[config.mk]
export PLATFORM = sky130hd
export DESIGN_NAME = command_line_tokenizer_top
export DESIGN_NICKNAME = d
export VERILOG_FILES = /design/src/hw/rtl/clt_pkg.sv /design/src/hw/rtl/clt_front.sv /design/src/hw/rtl/clt_fifo.sv /design/src/hw/rtl/clt_back.sv /design/src/hw/rtl/command_line_tokenizer_top.sv
export SDC_FILE = /design/constraint.sdc
export NUM_CORES = 1
export LEC_CHECK = 0
export BUFFER_PORTS_ARGS = -buffer_cell sky130_fd_sc_hd__buf_2
export CORE_ASPECT_RATIO = 1.5
export CORE_MARGIN = 4
export CORE_UTILIZATION = 39
export CTS_BUF_LIST = sky130_fd_sc_hd__clkbuf_2 sky130_fd_sc_hd__clkbuf_4 sky130_fd_sc_hd__clkbuf_8
export DETAILED_ROUTE_END_ITERATION = 16
export PLACE_DENSITY_LB_ADDON = 0.25
export SLEW_MARGIN = 0
export SYNTH_ARGS = -nofsm -noshare
export SYNTH_HDL_FRONTEND = slang
export SYNTH_SLANG_ARGS = --single-unit
export TNS_END_PERCENT = 5
[constraint.sdc]
create_clock -name clk -period 7.9 [get_ports clk]
set_input_delay 0.79 -clock clk [delete_from_list [all_inputs] [get_ports clk]]
set_output_delay 0.79 -clock clk [all_outputs]
set_load 0.02 [all_outputs]
[src/hw/rtl/clt_pkg.sv]
// ----------------------------------------------------------------------------
// clt_pkg
// shared types, byte codes and result kinds of the command line tokenizer
// ----------------------------------------------------------------------------
package clt_pkg;

	localparam int TOKEN_LIMIT_DEF = 16;
	localparam int WORD_BYTES_DEF  = 64;
	localparam int EV_MAX          = 3;
	localparam int QUEUE_DEPTH     = 4;

	localparam logic [7:0] CH_NUL   = 8'h00;
	localparam logic [7:0] CH_TAB   = 8'h09;
	localparam logic [7:0] CH_LF    = 8'h0a;
	localparam logic [7:0] CH_SPACE = 8'h20;
	localparam logic [7:0] CH_QUOTE = 8'h22;
	localparam logic [7:0] CH_LT    = 8'h3c;
	localparam logic [7:0] CH_GT    = 8'h3e;
	localparam logic [7:0] CH_PIPE  = 8'h7c;

	typedef enum logic [3:0] {
		KIND_BYTE    = 4'd0,
		KIND_WEND    = 4'd1,
		KIND_PIPE    = 4'd2,
		KIND_IN      = 4'd3,
		KIND_OUT     = 4'd4,
		KIND_APPEND  = 4'd5,
		KIND_END     = 4'd6,
		KIND_UNTERM  = 4'd7,
		KIND_TRUNC   = 4'd8
	} kind_t;

	typedef struct packed {
		kind_t       kind;
		logic [7:0]  byte_out;
		logic [4:0]  token_index;
		logic [5:0]  word_length;
		logic [4:0]  token_total;
	} ev_t;

	typedef struct packed {
		logic [1:0]            cnt;
		ev_t [EV_MAX-1:0]      ev;
	} bundle_t;

	typedef struct packed {
		logic    valid;
		bundle_t head;
	} head_t;

	function automatic ev_t mk_ev(kind_t k, logic [7:0] b, logic [31:0] idx,
			logic [31:0] len, logic [31:0] tot);
		ev_t e;
		e.kind        = k;
		e.byte_out    = b;
		e.token_index = idx[4:0];
		e.word_length = len[5:0];
		e.token_total = tot[4:0];
		return e;
	endfunction

endpackage

[src/hw/rtl/clt_front.sv]
// ----------------------------------------------------------------------------
// clt_front
// per-byte lexer state; turns each byte into a bundle of up to three events
// ----------------------------------------------------------------------------
module clt_front #(
	parameter int TOKEN_LIMIT = clt_pkg::TOKEN_LIMIT_DEF,
	parameter int WORD_BYTES  = clt_pkg::WORD_BYTES_DEF
) (
	input  logic            clk,
	input  logic            arst_n,
	input  logic [7:0]      char_in,
	input  logic            in_valid,
	output logic            in_ready,
	input  logic            queue_full,
	output logic            push,
	output clt_pkg::bundle_t push_data
);
	import clt_pkg::*;

	localparam int TW = $clog2(TOKEN_LIMIT + 1);
	localparam int LW = $clog2(WORD_BYTES);

	logic          quote_q, word_q, pend_q, stop_q;
	logic [LW-1:0] len_q;
	logic [TW-1:0] tok_q;

	logic          q, w, pg, st, done, lend;
	logic [LW-1:0] len;
	logic [TW-1:0] t;
	logic [1:0]    n;
	bundle_t       bnd;
	logic          accept;

	assign in_ready  = !queue_full;
	assign accept    = in_valid && in_ready;
	assign push      = accept && (n != 2'd0);
	assign push_data = bnd;

	always_comb begin
		q    = quote_q;
		w    = word_q;
		len  = len_q;
		t    = tok_q;
		pg   = pend_q;
		st   = stop_q;
		n    = 2'd0;
		done = 1'b0;
		bnd  = '0;
		lend = (char_in == CH_NUL) || (char_in == CH_LF);
		if (st) begin
			if (lend) begin
				st = 1'b0;
			end
		end else begin
			if (pg) begin
				pg = 1'b0;
				if (char_in == CH_GT) begin
					bnd.ev[n] = mk_ev(KIND_APPEND, 8'd0, 32'(t), 32'd0, 32'd0);
					n = n + 2'd1;
					t = t + TW'(1);
					done = 1'b1;
				end else begin
					bnd.ev[n] = mk_ev(KIND_OUT, 8'd0, 32'(t), 32'd0, 32'd0);
					n = n + 2'd1;
					t = t + TW'(1);
				end
			end
			if (!done) begin
				if (lend) begin
					if (q) begin
						bnd.ev[n] = mk_ev(KIND_UNTERM, 8'd0, 32'(t), 32'd0, 32'd0);
						n = n + 2'd1;
					end else begin
						if (w) begin
							bnd.ev[n] = mk_ev(KIND_WEND, 8'd0, 32'(t), 32'(len), 32'd0);
							n = n + 2'd1;
							t = t + TW'(1);
						end
						bnd.ev[n] = mk_ev(KIND_END, 8'd0, 32'(t), 32'd0, 32'(t));
						n = n + 2'd1;
					end
					q   = 1'b0;
					w   = 1'b0;
					len = '0;
					t   = '0;
					pg  = 1'b0;
					st  = 1'b0;
				end else if (q) begin
					if (char_in == CH_QUOTE) begin
						bnd.ev[n] = mk_ev(KIND_WEND, 8'd0, 32'(t), 32'(len), 32'd0);
						n = n + 2'd1;
						t = t + TW'(1);
						w = 1'b0;
						q = 1'b0;
						len = '0;
					end else if (len < LW'(WORD_BYTES - 1)) begin
						bnd.ev[n] = mk_ev(KIND_BYTE, char_in, 32'(t), 32'd0, 32'd0);
						n = n + 2'd1;
						len = len + LW'(1);
					end
				end else if (char_in == CH_QUOTE) begin
					if (!w && (t >= TW'(TOKEN_LIMIT))) begin
						bnd.ev[n] = mk_ev(KIND_TRUNC, 8'd0, 32'(t), 32'd0, 32'(t));
						n = n + 2'd1;
						w = 1'b0;
						len = '0;
						t = '0;
						st = 1'b1;
					end else begin
						q = 1'b1;
						w = 1'b1;
					end
				end else if ((char_in == CH_PIPE) || (char_in == CH_LT) ||
						(char_in == CH_GT)) begin
					if (w) begin
						bnd.ev[n] = mk_ev(KIND_WEND, 8'd0, 32'(t), 32'(len), 32'd0);
						n = n + 2'd1;
						t = t + TW'(1);
						w = 1'b0;
						len = '0;
					end
					if (t >= TW'(TOKEN_LIMIT)) begin
						bnd.ev[n] = mk_ev(KIND_TRUNC, 8'd0, 32'(t), 32'd0, 32'(t));
						n = n + 2'd1;
						t = '0;
						st = 1'b1;
					end else if (char_in == CH_GT) begin
						pg = 1'b1;
					end else begin
						bnd.ev[n] = mk_ev((char_in == CH_PIPE) ? KIND_PIPE : KIND_IN,
							8'd0, 32'(t), 32'd0, 32'd0);
						n = n + 2'd1;
						t = t + TW'(1);
					end
				end else if ((char_in == CH_SPACE) || (char_in == CH_TAB)) begin
					if (w) begin
						bnd.ev[n] = mk_ev(KIND_WEND, 8'd0, 32'(t), 32'(len), 32'd0);
						n = n + 2'd1;
						t = t + TW'(1);
						w = 1'b0;
						len = '0;
					end
				end else begin
					if (!w && (t >= TW'(TOKEN_LIMIT))) begin
						bnd.ev[n] = mk_ev(KIND_TRUNC, 8'd0, 32'(t), 32'd0, 32'(t));
						n = n + 2'd1;
						len = '0;
						t = '0;
						st = 1'b1;
					end else begin
						if (!w) begin
							w = 1'b1;
							len = '0;
						end
						if (len < LW'(WORD_BYTES - 1)) begin
							bnd.ev[n] = mk_ev(KIND_BYTE, char_in, 32'(t), 32'd0, 32'd0);
							n = n + 2'd1;
							len = len + LW'(1);
						end
					end
				end
			end
		end
		bnd.cnt = n;
	end

	always_ff @(posedge clk or negedge arst_n) begin
		if (!arst_n) begin
			quote_q <= 1'b0;
			word_q  <= 1'b0;
			pend_q  <= 1'b0;
			stop_q  <= 1'b0;
			len_q   <= '0;
			tok_q   <= '0;
		end else if (accept) begin
			quote_q <= q;
			word_q  <= w;
			pend_q  <= pg;
			stop_q  <= st;
			len_q   <= len;
			tok_q   <= t;
		end
	end

endmodule

[src/hw/rtl/clt_fifo.sv]
// ----------------------------------------------------------------------------
// clt_fifo
// short queue of event bundles between the lexer front and the result back
// ----------------------------------------------------------------------------
module clt_fifo (
	input  logic             clk,
	input  logic             arst_n,
	input  logic             push,
	input  clt_pkg::bundle_t push_data,
	output logic             full,
	input  logic             pop,
	output clt_pkg::head_t   head
);
	import clt_pkg::*;

	localparam int PW = $clog2(QUEUE_DEPTH);
	localparam int CW = $clog2(QUEUE_DEPTH + 1);

	bundle_t       mem_q [QUEUE_DEPTH];
	logic [PW-1:0] wr_q, rd_q;
	logic [CW-1:0] cnt_q;

	assign full       = (cnt_q == CW'(QUEUE_DEPTH));
	assign head.valid = (cnt_q != '0);
	assign head.head  = mem_q[rd_q];

	always_ff @(posedge clk) begin
		if (push) begin
			mem_q[wr_q] <= push_data;
		end
	end

	always_ff @(posedge clk or negedge arst_n) begin
		if (!arst_n) begin
			wr_q  <= '0;
			rd_q  <= '0;
			cnt_q <= '0;
		end else begin
			if (push) begin
				wr_q <= (wr_q == PW'(QUEUE_DEPTH - 1)) ? '0 : wr_q + PW'(1);
			end
			if (pop) begin
				rd_q <= (rd_q == PW'(QUEUE_DEPTH - 1)) ? '0 : rd_q + PW'(1);
			end
			if (push && !pop) begin
				cnt_q <= cnt_q + CW'(1);
			end else if (pop && !push) begin
				cnt_q <= cnt_q - CW'(1);
			end
		end
	end

endmodule

[src/hw/rtl/clt_back.sv]
// ----------------------------------------------------------------------------
// clt_back
// walks each queued bundle one event at a time into the output register
// ----------------------------------------------------------------------------
module clt_back (
	input  logic           clk,
	input  logic           arst_n,
	input  clt_pkg::head_t head,
	output logic           pop,
	output logic [3:0]     kind,
	output logic [7:0]     byte_out,
	output logic [4:0]     token_index,
	output logic [5:0]     word_length,
	output logic [4:0]     token_total,
	output logic           last_of_run,
	output logic           out_valid,
	input  logic           out_ready
);
	import clt_pkg::*;

	logic [1:0] slot_q;
	logic       load, last;
	ev_t        cur;
	ev_t        ev_q;
	logic       last_q, valid_q;

	assign cur  = head.head.ev[slot_q];
	assign last = (slot_q == (head.head.cnt - 2'd1));
	assign load = head.valid && (!valid_q || out_ready);
	assign pop  = load && last;

	always_ff @(posedge clk or negedge arst_n) begin
		if (!arst_n) begin
			slot_q  <= '0;
			valid_q <= 1'b0;
		end else begin
			if (load) begin
				valid_q <= 1'b1;
				slot_q  <= last ? 2'd0 : slot_q + 2'd1;
			end else if (out_ready) begin
				valid_q <= 1'b0;
			end
		end
	end

	always_ff @(posedge clk) begin
		if (load) begin
			ev_q   <= cur;
			last_q <= last;
		end
	end

	assign out_valid   = valid_q;
	assign kind        = ev_q.kind;
	assign byte_out    = ev_q.byte_out;
	assign token_index = ev_q.token_index;
	assign word_length = ev_q.word_length;
	assign token_total = ev_q.token_total;
	assign last_of_run = last_q;

endmodule

[src/hw/rtl/command_line_tokenizer_top.sv]
// ----------------------------------------------------------------------------
// command_line_tokenizer_top
// byte-serial command line lexer emitting word bytes, word ends and operators
// ----------------------------------------------------------------------------
// One command byte is taken per cycle whenever the bundle queue has room. The
// front lexes each byte combinationally into zero to three token events;
// the back drains them from an output register at one result transfer per
// cycle while the sink is ready, so a line sustains one byte per cycle while
// most bytes give at most one result; a byte with more holds the back until
// all are sent, each via the bundle queue, then the output register. The
// four entry queue sets how far the front may run ahead of a stalled sink.
module command_line_tokenizer_top #(
	parameter int TOKEN_LIMIT = clt_pkg::TOKEN_LIMIT_DEF,
	parameter int WORD_BYTES  = clt_pkg::WORD_BYTES_DEF
) (
	input  logic       clk,
	input  logic       arst_n,
	input  logic [7:0] char_in,
	input  logic       in_valid,
	output logic       in_ready,
	output logic [3:0] kind,
	output logic [7:0] byte_out,
	output logic [4:0] token_index,
	output logic [5:0] word_length,
	output logic [4:0] token_total,
	output logic       last_of_run,
	output logic       out_valid,
	input  logic       out_ready
);
	import clt_pkg::*;

	logic    push, full, pop;
	bundle_t push_data;
	head_t   head;

	clt_front #(
		.TOKEN_LIMIT(TOKEN_LIMIT),
		.WORD_BYTES (WORD_BYTES)
	) u_front (
		.clk       (clk),
		.arst_n    (arst_n),
		.char_in   (char_in),
		.in_valid  (in_valid),
		.in_ready  (in_ready),
		.queue_full(full),
		.push      (push),
		.push_data (push_data)
	);

	clt_fifo u_fifo (
		.clk      (clk),
		.arst_n   (arst_n),
		.push     (push),
		.push_data(push_data),
		.full     (full),
		.pop      (pop),
		.head     (head)
	);

	clt_back u_back (
		.clk        (clk),
		.arst_n     (arst_n),
		.head       (head),
		.pop        (pop),
		.kind       (kind),
		.byte_out   (byte_out),
		.token_index(token_index),
		.word_length(word_length),
		.token_total(token_total),
		.last_of_run(last_of_run),
		.out_valid  (out_valid),
		.out_ready  (out_ready)
	);

endmodule
==> results of run 1 <==
==> layer usage <==
layer  global-route usage  vias up  part of all wire
li1                     -     4706                 -
met5                    0        -                 0
met2                0.337      443              0.50
met3               0.0239      138             0.049
met4               0.0983        0             0.051
met1                0.252     5501              0.40
==> cell usage in the layout, fill, tap and decap left out, types with 22 or more instances in the layout <==
| cell | count |
|---|---|
| edfxtp_1 | 313 |
| nor2_1 | 86 |
| mux4_2 | 71 |
| nand2_1 | 70 |
| a21oi_1 | 56 |
| clkbuf_8 | 50 |
| o21ai_0 | 42 |
| buf_2 | 42 |
| inv_1 | 33 |
| mux2i_1 | 32 |
| nor3_1 | 30 |
| o22ai_1 | 25 |
| ha_1 | 25 |
| buf_4 | 24 |
| dfrtp_1 | 22 |
==> synth_stat cells, types with 12 or more instances <==
master    count
a21oi_1      57
nor3_1       30
o21ai_0      42
nand3_1      21
mux4_2       71
and2_1       20
dfrtp_1      25
mux2i_1      32
o22ai_1      25
nand2_1      70
nor3b_1      12
edfxtp_1    313
ha_1         25
inv_1        33
nor2_1       86
clkbuf_1     52
a31oi_1      15
==> cells by family (layout without fill, tap and decap cells) <==
kind of cell / Yosys count / after routing / share of synthesized area
adders and majority gates: 26 / 26 / 0.0204
DFF: 338 / 338 / 0.613
buffers and inverters: 115 / 192 / 0.0284
other: 0 / 3 / 0
AOI/OAI and AO/OA: 250 / 250 / 0.106
xor gates and xnor gates: 19 / 19 / 0.0113
and+or+nand+nor: 313 / 313 / 0.0986
muxes: 108 / 108 / 0.122
==> state kept, by name, indices dropped and copies added, names as in the netlist <==
signal              flops
u_back.token_total      5
u_fifo.mem_q          284
u_back.token_index      5
u_front.quote_q         1
u_front.stop_q          1
u_front.pend_q          1
u_front.word_q          1
u_back.kind             4
u_front.tok_q           5
u_back.out_valid        1
u_front.len_q           6
u_fifo.wr_q             2
u_back.slot_q           2
u_back.word_length      6
u_fifo.cnt_q            3
u_fifo.rd_q             2
u_back.last_of_run      1
u_back.byte_out         8
==> power by group through the flow <==
stage,registers [mW],logic (mW),clock network [mW]
floorplan,2.46,1.40,0
global placement,2.54,1.95,0
detailed placement,2.55,1.95,0
CTS,2.51,1.95,1.36
global route,2.54,2.10,1.45
finish,2.50,1.93,1.32
==> through the flow <==
step	hold WS [ps]	utilization	power (mW)
finish	240	0.437	5.75
global route	269	0.437	6.08
CTS	237	0.437	5.83
detailed placement	477	0.415	4.50
global placement	476	0.415	4.49
floorplan	457	-	3.86
==> area by class of cell <==
cell class	count	share of cell area
repair buffers	66	0.0216
well taps	558	0.0386
diodes	3	0.000415
multi-input cells	716	0.326
clock buffers	63	0.0435
flip-flops and latches	338	0.555
clock inverters	25	0.00734
inverters	38	0.00789
==> worst paths after layout <==
kind                                        startpoint                             to  cells past startpoint
min                                             arst_n   u_front.tok_q[3]$_DFFE_PN0P_                      1
max in group asynchronous                       arst_n     u_fifo.rd_q[0]$_DFFE_PN0P_                      1
min reg2reg                u_fifo.cnt_q[2]$_DFFE_PN0P_    u_fifo.cnt_q[2]$_DFFE_PN0P_                      1
max reg2reg                 u_front.pend_q$_DFFE_PN0P_  u_fifo.mem_q[3][70]$_DFFE_PP_                     12
max                         u_front.pend_q$_DFFE_PN0P_  u_fifo.mem_q[3][70]$_DFFE_PP_                     12
min in group clk                             out_ready   u_back.out_valid$_DFFE_PN0P_                      2
==> critical path: cells and delay by family (launching register included) <==
family / cells / cell delay, ps
adders and majority gates: 2 / 1000
and+or+nand+nor: 3 / 790
AOI/OAI and AO/OA: 3 / 750
buffers and inverters: 4 / 1670
DFF: 1 / 360
==> out/qor.txt, run 1 <==
Status: completed
Area grow syn2layout: 10.6%
Final Cell Area: 18100 um^2
Synth area leaders: edfxtp_1 (58%), mux4_2 (9.8%), dfrtp_1 (3.8%), nor2_1 (2.0%), mux2i_1 (2.0%)
DR pass1 iterations: 7
Dpl ws: 2820 ps
Yosys top cell by area: edfxtp_1
Seq/Total Area, Yosys: 0.613
Routed WL: 45400 um
Clk pwr share: 0.229
TritonCTS clock tree: built
Clk_skew: 29.7 ps
Setup-failing EPs final: 0
Initial antenna violation count: 2
EDFF count, synth: 313
Vias post-DR: 10788
Least-Margin Pin Slew: 1080 ps
Drt wl/cell: 25.1 um
Core Rows: 91
CP max stage cell: ha_1
Area of the multi-input gates: 5890 um^2
Pwr/cell area: 318 nW/um^2
Antenna Nets Post-Route: 0
Power Internal: 3.68 mW
Final Max Tran Viols: 0
Register area: 10000 um^2
Worst EP arrival: 5250 ps
Type of origin of the critical path: register
DP Area: 17200 um^2
Gate Count Post-Synth: 1169
Post-CTS resize count: 0
RSZ-0062 raised after global routing: false
Clock slew at reported path FFs: 60 ps
Post-DP HPWL: 29500 um
Core area: 41300 um^2
Crit-path max FO: 49
DRT iter0 DRCs: 1065
Largest net degree at the start of global routing: 54
Crit Path Class: register to register
HP Class: input port to asynchronous set/reset pin
CTS sink cnt: 338
Sequential Power Share: 0.435
Cts hold-fix bufs: 0
Share of cells above drive strength 1: 0.204
H-tree Lvls: 2
Setup ws final: 2840 ps
Crit path time final: 5060 ps
Crit-path cells: buf_4, ha_1, clkinv_1, ha_1, o2111a_1, nor4_1, nor2_1, a41oi_1, a221oi_4, nor3b_4, buf_4, buf_4
Vias in the first global route: 10887
Worst endpoint required time: 8100 ps
Setup TNS: 0 ps
Max Clock Freq: 198 MHz
Worst path max stage delay: 650 ps
Syn avg cell area: 14.0 um^2
Full die area: 45300 um^2
Cell mode on critical path: buf_4
Max-cap check violation count: 0
Switching power: 2.07 mW
Die Wd: 175 um
Net count after synthesis: 1207
FFs w/ async S/R, synth: 0.0740
Fillers: 3763
GRT overflow: 0
# port buffers: 42
Total GRT Usage: 0.198
I/O pin count: 43
Top_reg_cell synth: edfxtp_1
Die H: 259 um
Starting Density: 0.395
Final count of hold timing violations: 0
Top-area cell type share of the netlist area: 0.575
Number of CTS-inserted buffers: 50
CTS Root Cell: clkbuf_8
Warnings, synthesis: 0
Distinct cells, synth: 92
Post-Syn Area: 16300 um^2
# placed instances: 1716
Routability congestion estimate: 0.928
Setup Fix Bufs, Post-CTS: 0
CP Capture Type: register
Max clock buf depth: 3
FF+latch count, synth: 338
Worst VDD drop: 114 uV
Worst rel slew slack: 0.279
Global-route wire length before repair: 68700 um
Cell Count, Final, Fillers Out: 1807
R2R Setup Slk: 2840 ps
Drt drc: 0
Switching share of power: 0.360
Gate power share: 0.336
Pleak: 6.06 nW
Nets: 1248
Vias/cell: 5.97
Clk Latency, worst-skew pair: 590 ps
Final period utilization: 0.640
Power figures use the tool's default switching activity.
==> inputs of run 2 (changes only) <==
clock period = 4.2 ns   (was 7.9 ns; I/O delays follow)
==> run 2 against run 1 <==
Sequential share of layout area is 2.6 points lower. Routed wire length up 2.0%. Highest routed layer unchanged. Via count is 2.0% higher. Cell area increased by 4.9%. Sequential cell count unchanged. Setup slack got worse by 2700 ps. Critical endpoint is now u_fifo.mem_q[3][6]$_DFFE_PP_. Register-to-register slack lost 2700 ps. Global-route usage is 0.31 points higher. Clock power is 110% higher. Cell count rose by 4.4%.
==> out/qor.txt, run 2 (synthesis gave the netlist of run 1 again) <==
Status: completed (unchanged)
Final Max Tran Viols: 0 (unchanged)
Largest net degree at the start of global routing: 72 (was 54)
Crit path time final: 4040 ps (was 5060 ps)
FF-to-FF Start: u_front.tok_q[0]$_DFFE_PN0P_ (was u_front.pend_q$_DFFE_PN0P_)
Worst rel slew slack: 0.286 (was 0.279)
DRT iter0 DRCs: 928 (was 1065)
Top reg by flops: u_fifo.mem_q (unchanged)
Nets: 1330 (was 1248)
Cell Count, Final, Fillers Out: 1887 (was 1807)
DR pass1 iterations: 5 (was 7)
Max Clock Freq: 247 MHz (was 198 MHz)
Core Rows: 91 (unchanged)
Worst R2R Path Depth: 11 (was 12)
Clock slew at reported path FFs: 60 ps (about the same)
Setup ws final: 159 ps (was 2840 ps)
Number of CTS-inserted buffers: 49 (was 50)
Initial antenna violation count: 1 (was 2)
Full die area: 45300 um^2 (unchanged)
Crit. Startpoint: u_front.tok_q[0]$_DFFE_PN0P_ (was u_front.pend_q$_DFFE_PN0P_)
Die H: 259 um (unchanged)
Worst path max stage delay: 860 ps (was 650 ps)
Vias/cell: 5.83 (was 5.97)
Fin Hold WS: 369 ps (was 240 ps)
Crit Path Class: register to register (unchanged)
Least-Margin Pin Slew: 1070 ps (was 1080 ps)
Clk_skew: 19.1 ps (was 29.7 ps)
Final count of hold timing violations: 0 (unchanged)
Routability congestion estimate: 0.983 (was 0.928)
Final period utilization: 0.962 (was 0.640)
Global-route wire length before repair: 69400 um (was 68700 um)
Type of origin of the critical path: register (unchanged)
Pwr/cell area: 606 nW/um^2 (was 318 nW/um^2)
Total GRT Usage: 0.202 (was 0.198)
Worst VDD drop: 289 uV (was 114 uV)
Worst R2R End: u_fifo.mem_q[3][6]$_DFFE_PP_ (was u_fifo.mem_q[3][70]$_DFFE_PP_)
GRT overflow: 0 (unchanged)
Area grow syn2layout: 16.0% (was 10.6%)
RSZ-0062 raised after global routing: true (was false)
Pleak: 6.52 nW (was 6.06 nW)
Post-DP HPWL: 31800 um (was 29500 um)
I/O pin count: 43 (unchanged)
Core area: 41300 um^2 (unchanged)
CTS sink cnt: 338 (unchanged)
CTS Root Cell: clkbuf_8 (unchanged)
Vias post-DR: 11005 (was 10788)
# port buffers: 42 (unchanged)
Most common cell after layout, fill and taps aside: edfxtp_1 (unchanged)
Max FFs per register: 284 (unchanged)
Routed WL: 46200 um (was 45400 um)
Cell mode on critical path: ha_1 (was buf_4)
CP Capture Type: register (unchanged)
Vias in the first global route: 11253 (was 10887)
# placed instances: 1794 (was 1716)
Dpl ws: 166 ps (was 2820 ps)
Worst endpoint required time: 4430 ps (was 8100 ps)
Worst EP arrival: 4270 ps (was 5250 ps)
Drt wl/cell: 24.5 um (was 25.1 um)
Clk Latency, worst-skew pair: 580 ps (was 590 ps)
H-tree Lvls: 2 (unchanged)
Share of cells above drive strength 1: 0.259 (was 0.204)
Antenna Nets Post-Route: 0 (unchanged)
Drt drc: 0 (unchanged)
Starting Density: 0.395 (unchanged)
Total chip power: 11.5 mW (was 5.75 mW)
TritonCTS clock tree: built (unchanged)
Max clock buf depth: 3 (unchanged)
Setup TNS: 0 ps (unchanged)
Most frequent cells in the layout: edfxtp_1 (313), buf_4 (101), nor2_1 (86), mux4_2 (71), nand2_1 (69) (was edfxtp_1 (313), nor2_1 (86), mux4_2 (71), nand2_1 (70), a21oi_1 (56))
Crit-path max FO: 54 (was 49)
CP max stage cell: nor3b_4 (was ha_1)
Crit path capture: u_fifo.mem_q[3][6]$_DFFE_PP_ (was u_fifo.mem_q[3][70]$_DFFE_PP_)
Die Wd: 175 um (unchanged)
Max-cap check violation count: 0 (unchanged)
Setup-failing EPs final: 0 (unchanged)
R2R Setup Slk: 160 ps (was 2840 ps)
HP Class: input port to register (was input port to asynchronous set/reset pin)
Crit-path cells: ha_1, nand2_1, o21ai_1, ha_1, o2111ai_1, a211oi_2, nor3_1, o31ai_4, a221oi_4, nor3b_4, buf_12 (was buf_4, ha_1, clkinv_1, ha_1, o2111a_1, nor4_1, nor2_1, a41oi_1, a221oi_4, nor3b_4, buf_4, buf_4)
==> run 2: how the worst min path moves through the flow <==
| stage | start | end | slack (ps) | cells after the start |
|---|---|---|---|---|
| 6_report | char_in[4] | u_fifo.mem_q[3][20]$_DFFE_PP_ | 370 | 2 |
| 5_1_grt | char_in[6] | u_fifo.mem_q[1][50]$_DFFE_PP_ | 350 | 2 |
| 4_1_cts | char_in[4] | u_fifo.mem_q[2][48]$_DFFE_PP_ | 310 | 2 |
| 3_5_place_dp | u_fifo.cnt_q[2]$_DFFE_PN0P_ | u_fifo.cnt_q[2]$_DFFE_PN0P_ | 480 | 1 |
| 3_3_place_gp | u_fifo.cnt_q[2]$_DFFE_PN0P_ | u_fifo.cnt_q[2]$_DFFE_PN0P_ | 470 | 1 |
| 2_1_floorplan | arst_n | u_back.out_valid$_DFFE_PN0P_ | 120 | 0 |
==> run 2: per-layer routing <==
layer | vias up | GRT usage | wire [um]
li1 | 4871 | - | -
met1 | 5513 | 0.240 | 17500
met2 | 461 | 0.345 | 23000
met3 | 160 | 0.0285 | 2450
met4 | 0 | 0.124 | 3250
met5 | - | 0 | 0
==> run 2: layout make-up <==
| type | instances | area, um^2 |
|---|---|---|
| well taps | 558 | 698 |
| inverters | 38 | 145 |
| flip-flops and latches | 338 | 10000 |
| multi-input cells | 716 | 5950 |
| diodes | 1 | 2.50 |
| repair buffers | 149 | 1070 |
| clock buffers | 64 | 793 |
| clock inverters | 23 | 262 |
| fillers | 3666 | 22400 |
==> run 2: stage by stage <==
stage | utilization | cell area [um^2]
floorplan | - | 16500
global placement | 0.432 | 17800
detailed placement | 0.432 | 17800
CTS | 0.458 | 18900
global route | 0.459 | 19000
finish | 0.459 | 19000
==> run 2: critical path, delay by kind of cell (launching register included) <==
kind,cells,cell delay (ps)
DFF,1,420
AOI/OAI and AO/OA,5,1130
buffers and inverters,1,410
and+or+nand+nor,3,1060
adders and majority gates,2,640
==> run 2: where the power goes <==
part	internal (mW)	leakage, nW	switching [mW]	total (mW)
combinational	1.71	2.78	2.56	4.27
clock	1.61	0.552	1.22	2.83
sequential	4.21	3.19	0.172	4.38
==> run 2: what timing repair did <==
item	CTS	global route
endpoints found under the hold margin	26	0
hold buffers	2	0
gates resized for setup	0	1
setup buffers	0	3
setup endpoints to repair	0	118
==> inputs of run 3 (changes only) <==
ABC_AREA = 1   (was not set)
==> run 3 against run 2 <==
Critical path depth grew 10. Highest routed layer unchanged. Die area is 0.52% higher. Synthesized cell count up 39%. Sequential cell count unchanged. Critical path type unchanged. Combinational power is 23% higher. Critical endpoint is now u_fifo.cnt_q[2]$_DFFE_PN0P_. Sequential power is 18% higher. First-iteration DRC count rose by 34%. Cell count up 22%. Power grew 13%. Largest power group is now combinational cells. Clock skew rose by 8.2 ps.
==> out/qor.txt, run 3 <==
GRT overflow: 0 (unchanged)
Core Rows: 91 (unchanged)
Clk pwr share: 0.199 (was 0.246)
Share of cells above drive strength 1: 0.135 (was 0.259)
Nets: 1743 (was 1330)
Sequential Power Share: 0.397 (was 0.382)
Worst rel slew slack: 0.306 (was 0.286)
Top-area cell type share of the netlist area: 0.572 (was 0.575)
Drt drc: 0 (unchanged)
Post-Syn Area: 16400 um^2 (was 16300 um^2)
Antenna Nets Post-Route: 0 (unchanged)
Dpl ws: 313 ps (was 166 ps)
Routability congestion estimate: 0.974 (was 0.983)
Clk Latency, worst-skew pair: 590 ps (was 580 ps)
Pwr/cell area: 698 nW/um^2 (was 606 nW/um^2)
Top reg by flops: u_fifo.mem_q (unchanged)
Clock slew at reported path FFs: 60 ps (about the same)
Worst path max stage delay: 460 ps (was 860 ps)
FFs w/ async S/R, synth: 0.0740 (unchanged)
Top_reg_cell synth: edfxtp_1 (unchanged)
Type of origin of the critical path: register (unchanged)
Pleak: 6.79 nW (was 6.52 nW)
Least-Margin Pin Slew: 1040 ps (was 1070 ps)
Largest family of logic cells by synthesized area: compound AO/OA/AOI/OAI gates (was multiplexers)
EDFF count, synth: 313 (unchanged)
Final count of hold timing violations: 0 (unchanged)
Max clock buf depth: 3 (unchanged)
Status: completed (unchanged)
Gate power share: 0.404 (was 0.372)
CTS Root Cell: clkbuf_8 (unchanged)
Drt wl/cell: 22.0 um (was 24.5 um)
Post-synth top cells: edfxtp_1 (313), nor2_1 (265), o21ai_0 (215) (was edfxtp_1 (313), nor2_1 (86), mux4_2 (71))
FF+latch count, synth: 338 (unchanged)
Post-Synth Adder-Cell Area: 0.0203 (was 0.0204)
Final period utilization: 0.925 (was 0.962)
Crit Path Class: register to register (unchanged)
Cell Count, Final, Fillers Out: 2298 (was 1887)
Global-route wire length before repair: 76500 um (was 69400 um)
Max-cap check violation count: 0 (unchanged)
Largest net degree at the start of global routing: 99 (was 72)
Buffers & Inverters on Critical Path: 3 (was 1)
Total GRT Usage: 0.216 (was 0.202)
Worst VDD drop: 437 uV (was 289 uV)
# placed instances: 2209 (was 1794)
DR pass1 iterations: 6 (was 5)
Crit-path cells: ha_1, nand2_2, nor2_8, xor2_4, nor2_2, buf_4, ha_1, nor2_1, a31oi_1, nand2_1, nand2_1, nand2_1, nand2_2, nand2_4, inv_1, ha_1, inv_1, fa_1, a21oi_1, o21ai_0, xor2_1 (was ha_1, nand2_1, o21ai_1, ha_1, o2111ai_1, a211oi_2, nor3_1, o31ai_4, a221oi_4, nor3b_4, buf_12)
CTS sink cnt: 338 (unchanged)
Worst endpoint required time: 4650 ps (was 4430 ps)
R2R Setup Slk: 310 ps (was 160 ps)
Crit path max-delay family: simple AND/OR/NAND/NOR gates (was compound AO/OA/AOI/OAI gates)
Area of the multi-input gates: 5630 um^2 (was 5950 um^2)
Routed WL: 50400 um (was 46200 um)
Register area: 10000 um^2 (about the same)
Power Internal: 7.68 mW (was 7.53 mW)
Syn avg cell area: 10.1 um^2 (was 14.0 um^2)
Setup-failing EPs final: 0 (unchanged)
H-tree Lvls: 2 (unchanged)
# port buffers: 42 (unchanged)
Post-DP HPWL: 32800 um (was 31800 um)
Final Max Tran Viols: 0 (unchanged)
Setup TNS: 0 ps (unchanged)
Clk_skew: 27.4 ps (was 19.1 ps)
Net count after synthesis: 1663 (was 1207)
Crit-path max FO: 9 (was 54)
Crit path time final: 3890 ps (was 4040 ps)
Number of CTS-inserted buffers: 50 (was 49)
Total chip power: 13.0 mW (was 11.5 mW)
I/O pin count: 43 (unchanged)
Synth area leaders: edfxtp_1 (57%), o21ai_0 (6.5%), nor2_1 (6.1%), nand2_1 (4.2%), dfrtp_1 (3.8%) (was edfxtp_1 (58%), mux4_2 (9.8%), dfrtp_1 (3.8%), nor2_1 (2.0%), mux2i_1 (2.0%))
CP max stage cell: dfrtp_2 (was nor3b_4)
Core area: 41400 um^2 (was 41300 um^2)
Synth Area in Compound Gates: 0.168 (was 0.106)
Most common cell in the netlist: edfxtp_1 (unchanged)
Hold Crit Depth: 3 (was 2)
Die H: 259 um (about the same)
Core Util, Final: 0.449 (was 0.459)
CP Capture Type: register (unchanged)
Starting Density: 0.396 (was 0.395)
Warnings, synthesis: 0 (unchanged)
Seq/Total Area, Yosys: 0.610 (was 0.613)
Post-Synth XOR/XNOR Area: 0.00701 (was 0.0113)
Full die area: 45500 um^2 (was 45300 um^2)
Most frequent cells in the layout: edfxtp_1 (313), nor2_1 (260), o21ai_0 (215), nand2_1 (185), inv_1 (104) (was edfxtp_1 (313), buf_4 (101), nor2_1 (86), mux4_2 (71), nand2_1 (69))
Mux cell area share after synthesis: 0 (was 0.122)
Switching share of power: 0.409 (was 0.345)
HP Class: input port to register (unchanged)
Gate Count Post-Synth: 1625 (was 1169)
DRT iter0 DRCs: 1241 (was 928)
Die Wd: 176 um (was 175 um)
Vias/cell: 5.69 (was 5.83)
Switching power: 5.31 mW (was 3.96 mW)
Simple-Gate Fraction of Synth Area: 0.144 (was 0.0986)
Max FFs per register: 284 (unchanged)
RSZ-0062 raised after global routing: false (was true)
Worst EP arrival: 4340 ps (was 4270 ps)
Initial antenna violation count: 1 (unchanged)
Yosys top cell by area: edfxtp_1 (unchanged)
WP depth: 21 (was 11)
TritonCTS clock tree: built (unchanged)
Worst R2R Path Depth: 21 (was 11)
Vias in the first global route: 12775 (was 11253)
Fillers: 3966 (was 3666)
Vias post-DR: 13073 (was 11005)
Setup ws final: 314 ps (was 159 ps)
Distinct cells, synth: 56 (was 92)
Area grow syn2layout: 13.3% (was 16.0%)
Most common cell after layout, fill and taps aside: edfxtp_1 (unchanged)
Max Clock Freq: 257 MHz (was 247 MHz)
-- run 3: changes by cell type after synthesis, sizes merged, moves of 19 or more --
cell	delta
a21oi	+31
and2	-19
clkbuf	+27
inv	+74
mux2i	-33
mux4	-71
nand2	+120
nand3	+37
nor2	+182
o21ai	+178
o221ai	+22
-- run 3: logic make-up after synthesis --
family                   after synthesis
AND/OR/NAND/NOR                      570
XOR/XNOR                              11
AO/OA/AOI/OAI                        471
flip-flops                           338
buffers and inverters                209
adder cells (fa/ha/maj)               26
-- run 3: per-stage QoR --
step | hold slack (ps) | cell area [um^2]
finish | 305 | 18600
detailed placement | 500 | 17600
CTS | 257 | 18600
global placement | 499 | 17600
floorplan | 124 | 16400
global route | 299 | 18600
-- run 3: power by group through the flow --
stage | combinational, mW | sequential (mW) | clock [mW]
after floorplan | 3.22 | 5.36 | 0
after global placement | 5.21 | 5.19 | 0
after detailed placement | 5.26 | 5.22 | 0
after CTS | 5.28 | 5.15 | 2.66
after global routing | 5.78 | 5.22 | 2.81
final | 5.25 | 5.15 | 2.59
-- run 3: what timing repair did --
item,4_1_cts,5_1_grt
hold buffers,2,0
endpoints found under the hold margin,26,0
resized for setup,0,2
setup buffers,0,0
endpoints found under the setup margin,0,1
-- run 3: final timing paths --
check	startpoint	endpoint
min in group asynchronous	arst_n	u_front.quote_q$_DFFE_PN0P_
max in group asynchronous	arst_n	u_front.tok_q[0]$_DFFE_PN0P_
min reg2reg	u_fifo.wr_q[1]$_DFFE_PN0P_	u_fifo.wr_q[1]$_DFFE_PN0P_
max reg2reg	u_front.tok_q[0]$_DFFE_PN0P_	u_fifo.cnt_q[2]$_DFFE_PN0P_
min	char_in[6]	u_fifo.mem_q[0][22]$_DFFE_PP_
max	u_front.tok_q[0]$_DFFE_PN0P_	u_fifo.cnt_q[2]$_DFFE_PN0P_
-- run 3: area by class of cell --
type | instances | share of cell area
flip-flops and latches | 338 | 0.539
multi-input cells | 1078 | 0.302
inverters | 112 | 0.0227
clock buffers | 60 | 0.0410
diodes | 1 | 0.000134
clock inverters | 26 | 0.00968
well taps | 558 | 0.0375
repair buffers | 125 | 0.0477
-- run 3: worst reg2reg max path: stages (launching register included) --
cell and delay [ps]:
dfrtp_2 460, ha_1 240, nand2_2 140, nor2_8 70, xor2_4 180, nor2_2 410, buf_4 230, ha_1 160
nor2_1 80, a31oi_1 170, nand2_1 100, nand2_1 60, nand2_1 70, nand2_2 120, nand2_4 120, inv_1 80
ha_1 130, inv_1 70, fa_1 440, a21oi_1 150, o21ai_0 120, xor2_1 160
-- run 3: layer usage --
layer | up-vias | track usage | wire length [um]
met4 | 0 | 0.110 | 2560
met1 | 6415 | 0.270 | 20100
met5 | - | 0 | 0
met2 | 508 | 0.368 | 25100
li1 | 6015 | - | -
met3 | 135 | 0.0277 | 2650
